$ cat src/gsct_div.sv
`timescale 1ns / 1ps
// Restoring radix-2 divider, one quotient bit per cycle, shared by the build
// (window mean) and the query (run average). Uses no package items.
module gsct_div #(
  parameter int NW  = 72,
  parameter int DNW = 48
) (
  input  logic           clk,
  input  logic           rst,
  input  logic           start,
  input  logic [NW-1:0]  num,
  input  logic [DNW-1:0] den,
  output logic           done,
  output logic [NW-1:0]  quot
);

  localparam int CNT_W = $clog2(NW + 1);

  logic             busy;
  logic [CNT_W-1:0] cnt;
  logic [DNW-1:0]   rem;
  logic [DNW-1:0]   dsr;
  logic [DNW:0]     trial;
  logic [DNW:0]     diff;
  logic             ge;

  // Shift in the next dividend bit and try the subtraction.
  always_comb begin
    trial = {rem, quot[NW-1]};
    diff  = trial - {1'b0, dsr};
    ge    = (trial >= {1'b0, dsr});
  end

  // Step counter and completion pulse.
  always_ff @(posedge clk) begin
    if (rst) begin
      busy <= 1'b0;
      done <= 1'b0;
      cnt  <= '0;
    end else begin
      done <= 1'b0;
      if (start) begin
        busy <= 1'b1;
        cnt  <= CNT_W'(NW);
      end else if (busy) begin
        cnt <= cnt - 1'b1;
        if (cnt == CNT_W'(1)) begin
          busy <= 1'b0;
          done <= 1'b1;
        end
      end
    end
  end

  // Partial remainder and quotient shift register.
  always_ff @(posedge clk) begin
    if (start) begin
      rem  <= '0;
      dsr  <= den;
      quot <= num;
    end else if (busy) begin
      rem  <= ge ? diff[DNW-1:0] : trial[DNW-1:0];
      quot <= {quot[NW-2:0], ge};
    end
  end

endmodule

$ cat config.mk
export PLATFORM = sky130hd
export DESIGN_NAME = gsct_div
export DESIGN_NICKNAME = d
export VERILOG_FILES = /design/src/gsct_div.sv
export SDC_FILE = /design/constraint.sdc
export NUM_CORES = 1
export LEC_CHECK = 0
export ABC_CLOCK_PERIOD_IN_PS = 3800
export BUFFER_PORTS_ARGS = -buffer_cell sky130_fd_sc_hd__buf_2
export CAP_MARGIN = 5
export CORE_ASPECT_RATIO = 0.5
export CORE_MARGIN = 1.5
export CORE_UTILIZATION = 31
export CTS_BUF_LIST = sky130_fd_sc_hd__clkbuf_4
export CTS_CLUSTER_SIZE = 25
export DETAILED_ROUTE_END_ITERATION = 8
export HOLD_SLACK_MARGIN = 0.06
export PLACE_DENSITY = 0.6
export SLEW_MARGIN = 10
export SYNTH_ARGS = -nofsm -noshare
export SYNTH_HDL_FRONTEND = slang
export SYNTH_SLANG_ARGS = --single-unit
export TNS_END_PERCENT = 10
$ cat constraint.sdc
create_clock -name clk -period 3.8 [get_ports clk]
set_input_delay 0 -clock clk [delete_from_list [all_inputs] [get_ports clk]]
set_output_delay 0 -clock clk [all_outputs]
set_load 0.01 [all_outputs]
==> summary.md <==
| Metric | Value |
|---|---|
| CP Data Arrival Time | `3.98 ns` |
| Critical path, cell by cell | `inv_1 -> ha_1 -> nand4_1 -> nor4_1 -> and4_1 -> nor3_1 -> o21ai_2 -> o21bai_2 -> and2_4 -> nand2_1 -> a311oi_1` |
| Leakage power | `0.00542 uW` |
| Die Area | `33500 sq um` |
| Critical R2R Launch | `dsr[43]$_DFFE_PP_` |
| Setup Crit Path Kind | `reg -> reg` |
| Reg2reg path depth | `11` |
| Num CTS Buffers | `17` |
| Clock power frac | `24.0%` |
| Switching Power | `1570 uW` |
| Crit path max-delay family | `simple AND/OR/NAND/NOR gates` |
| Cell Count Post-Placement | `1548` |
| Clk_skew | `0.0234 ns` |
| Multi-input logic area | `4790 sq um` |
| Layout fillers | `3095` |
| Comb power frac | `26.8%` |
| Sequential area share after synthesis | `47.3%` |
| Mapped Avg Cell Area | `10.4 sq um` |
| CTS tree | `done` |
| Die height | `130 microns` |
| Least-Margin Pin Slew | `0.966 ns` |
| Root Buffer | `clkbuf_4` |
| Status | `finished clean` |
| Switching Share | `32.8%` |
| Reg2reg setup slack | `0.37 ns` |
| DRT Wirelength | `26400 microns` |
| GRT met3 Usage | `3.69%` |
| Setup Fix Bufs, Post-CTS | `0` |
| Max Slew Vio Count | `0` |
| Critical path launch point type | `flip-flop` |
| Reg clk slew, reported paths | `0.18 ns` |
| Crit Path Max Fanout | `48` |
| Delay of the slowest critical-path stage | `0.60 ns` |
| Post-CTS resize count | `0` |
| Crit. End Element | `flip-flop` |
| Fmax | `292 MHz` |
| RePlAce Congestion | `0.889` |
| Power Internal | `3220 uW` |
| Worst vdd ir | `0.190 mV` |
| Setup TNS | `0 ns` |
| Async S/R FF share, synth | `0%` |
| Initial drt markers | `530` |
| Share of layout cells above drive strength 1 | `25.9%` |
| # DRC | `0` |
| Post-route ant nets | `0` |
| Max-cap violations | `0` |
| Power Total | `4780 uW` |
| CP required | `4.35 ns` |
| GRT Overall Usage | `15.9%` |
| Reg area | `4750 sq um` |
| Die width | `258 microns` |
| Vias | `8588` |
| Via density | `4.90` |
| Fin crit share | `90.2%` |
| Top-area cell type share of the netlist area | `35.9%` |
| Final Net Count | `1479` |
| GR Util met2 | `28.0%` |
| Dpl hpwl | `18200 microns` |
| Reg2Reg Capture Point | `rem[34]$_SDFFE_PP0P_` |
| CP Capture Point | `rem[34]$_SDFFE_PP0P_` |
| Worst-case clock buffer depth | `2` |
| Finish-stage setup viols | `0` |
| Met1 Usage GRT | `19.4%` |
| Site row count | `46` |
| Hold Crit Class | `in -> reg` |
| Buf/Inv on CP | `1` |
| Vias in the first global route | `8702` |
| Final Hold Fails | `0` |
| Port Buf Inserts | `195` |
| First-pass GRT wire length | `43100 microns` |
| Syn Nets | `1141` |
| Yosys warning count | `0` |
| Final Non-Filler Cells | `1751` |
| Cell count after synthesis | `967` |
| 1st-pass router iterations | `6` |
| Yosys reg bits | `177` |
| Area grow syn2layout | `33.0%` |
| Synth area leader | `edfxtp_1` |
| Clk Latency, worst-skew pair | `0.65 ns` |
| Crit path depth | `11` |
| Post-synth top flop | `edfxtp_1` |
| Initial Utilization | `31.6%` |
| Average wire per standard cell | `15.1 microns` |
| Maximum number of pins on one net before global-route repair | `74` |
| # IOs | `196` |
| Synthesized cell area | `10000 sq um` |
| Post-synth cell types | `71` |
| Worst path slowest cell | `and2_4` |
| CP startpoint | `dsr[43]$_DFFE_PP_` |
| Reg power frac | `49.2%` |
| Total core area | `31800 sq um` |
| Unrepaired setup endpoints after global routing | `false` |
| Top post-synthesis cells by area | `edfxtp_1 36%, dfxtp_1 11%, mux2_2 8.2%, ha_1 6.2%, nand2_1 4.4%` |
| Min Tclk post-route | `3.43 ns` |
| Slew Limit Headroom | `35.6%` |
| Grt peak-use layer | `met2` |
| EDFF count, synth | `120` |
| Initial antenna violation count | `1` |
| Post-cts hold buffer count | `170` |
| Pwr Density | `358 nW/um^2` |
| Global route overflow | `0` |
| H-tree depth | `4` |
| Clk sinks | `177` |
## metrics by stage
stage	setup WS [ns]	util (%)	instance area [sq um]	hold slack, ns
3_5_place_dp	0.403	35.7	11400	0.178
5_1_grt	0.0790	42.0	13400	0.0734
4_1_cts	0.350	42.0	13400	0.0685
6_report	0.373	42.0	13400	0.0943
3_3_place_gp	0.549	35.7	11400	0.176
2_1_floorplan	0.841	-	10000	0.0724
## layout by cell type, fill, tap and decap left out, drive strengths merged, types with 11 or more instances in the layout
cell type | Yosys | layout
nor3 | 15 | 15
nand3 | 18 | 18
buf | 21 | 202
nor2 | 85 | 85
o21ai | 34 | 34
xnor2 | 30 | 30
a21oi | 54 | 54
xor2 | 17 | 17
o21a | 11 | 11
dlygate4sd3 | 0 | 170
edfxtp | 120 | 120
dfxtp | 57 | 57
a311oi | 40 | 40
nand4 | 18 | 18
clkbuf | 32 | 18
a21o | 17 | 17
ha | 50 | 50
mux2 | 74 | 74
nand2 | 118 | 118
inv | 65 | 74
## cell usage after synthesis, types with 10 or more instances
cell	count
nand2_1	117
nand4_1	18
nand2b_1	10
a21o_1	17
xnor2_1	30
inv_1	65
ha_1	50
clkbuf_1	31
a311oi_1	33
mux2_2	73
a21oi_1	51
nand3_1	17
nor2_1	85
dfxtp_1	57
nor3_1	15
buf_2	14
edfxtp_1	120
o21ai_0	24
o21a_1	11
xor2_1	17
## power by group through the flow
stage | Combinational [uW] | Sequential, uW | Clock (uW)
global route | 1410 | 2380 | 1270
finish | 1280 | 2350 | 1150
floorplan | 777 | 2410 | 0
global placement | 1120 | 2390 | 0
CTS | 1280 | 2350 | 1200
detailed placement | 1130 | 2390 | 0
## cell type report
| type | instances | share of cell area (%) |
|---|---|---|
| diodes | 1 | 0.0187 |
| clock buffers | 18 | 1.01 |
| multi-input cells | 672 | 35.9 |
| repair buffers | 372 | 20.5 |
| flip-flops and latches | 177 | 35.5 |
| clock inverters | 14 | 1.20 |
| inverters | 65 | 1.83 |
| well taps | 432 | 4.05 |
## layer usage
metal | vias to the layer above | part of all wire (%)
li1 | 4185 | -
met1 | 4208 | 45
met2 | 156 | 49
met3 | 39 | 3.3
met4 | 0 | 2.0
met5 | - | 0
## worst min-delay path by stage
| stage | from | endpoint | slack [ns] | depth (start not counted) |
|---|---|---|---|---|
| 2_1_floorplan | rst | busy$_SDFF_PP0_ | 0.07 | 1 |
| 3_3_place_gp | den[34] | dsr[34]$_DFFE_PP_ | 0.18 | 1 |
| 3_5_place_dp | den[2] | dsr[2]$_DFFE_PP_ | 0.18 | 1 |
| 4_1_cts | rst | busy$_SDFF_PP0_ | 0.07 | 3 |
| 5_1_grt | rst | busy$_SDFF_PP0_ | 0.07 | 3 |
| 6_report | rst | busy$_SDFF_PP0_ | 0.09 | 3 |
## flip-flops by register name, summed over array words and instances (netlist names)
register / cells
cnt: 7
dsr: 48
quot: 72
done: 1
rem: 48
busy: 1
## worst reg2reg max path, stage by stage, from the launching register on
cell	delay (ns)
edfxtp_1	0.38
inv_1	0.05
ha_1	0.47
nand4_1	0.19
nor4_1	0.49
and4_1	0.28
nor3_1	0.06
o21ai_2	0.08
o21bai_2	0.23
and2_4	0.60
nand2_1	0.14
a311oi_1	0.35
## kinds of logic (layout without fill, tap and decap cells)
kind of cell	Yosys count	after routing	share of synthesized area (%)
other	0	1	0
flip-flops	177	177	47.3
AND/OR/NAND/NOR	286	286	12.8
multiplexers	76	76	8.50
XOR/XNOR	47	47	4.10
adder cells (fa/ha/maj)	51	51	6.43
AO/OA/AOI/OAI	212	212	15.9
buffers and inverters	118	469	5.01
Power figures use the tool's default switching activity.
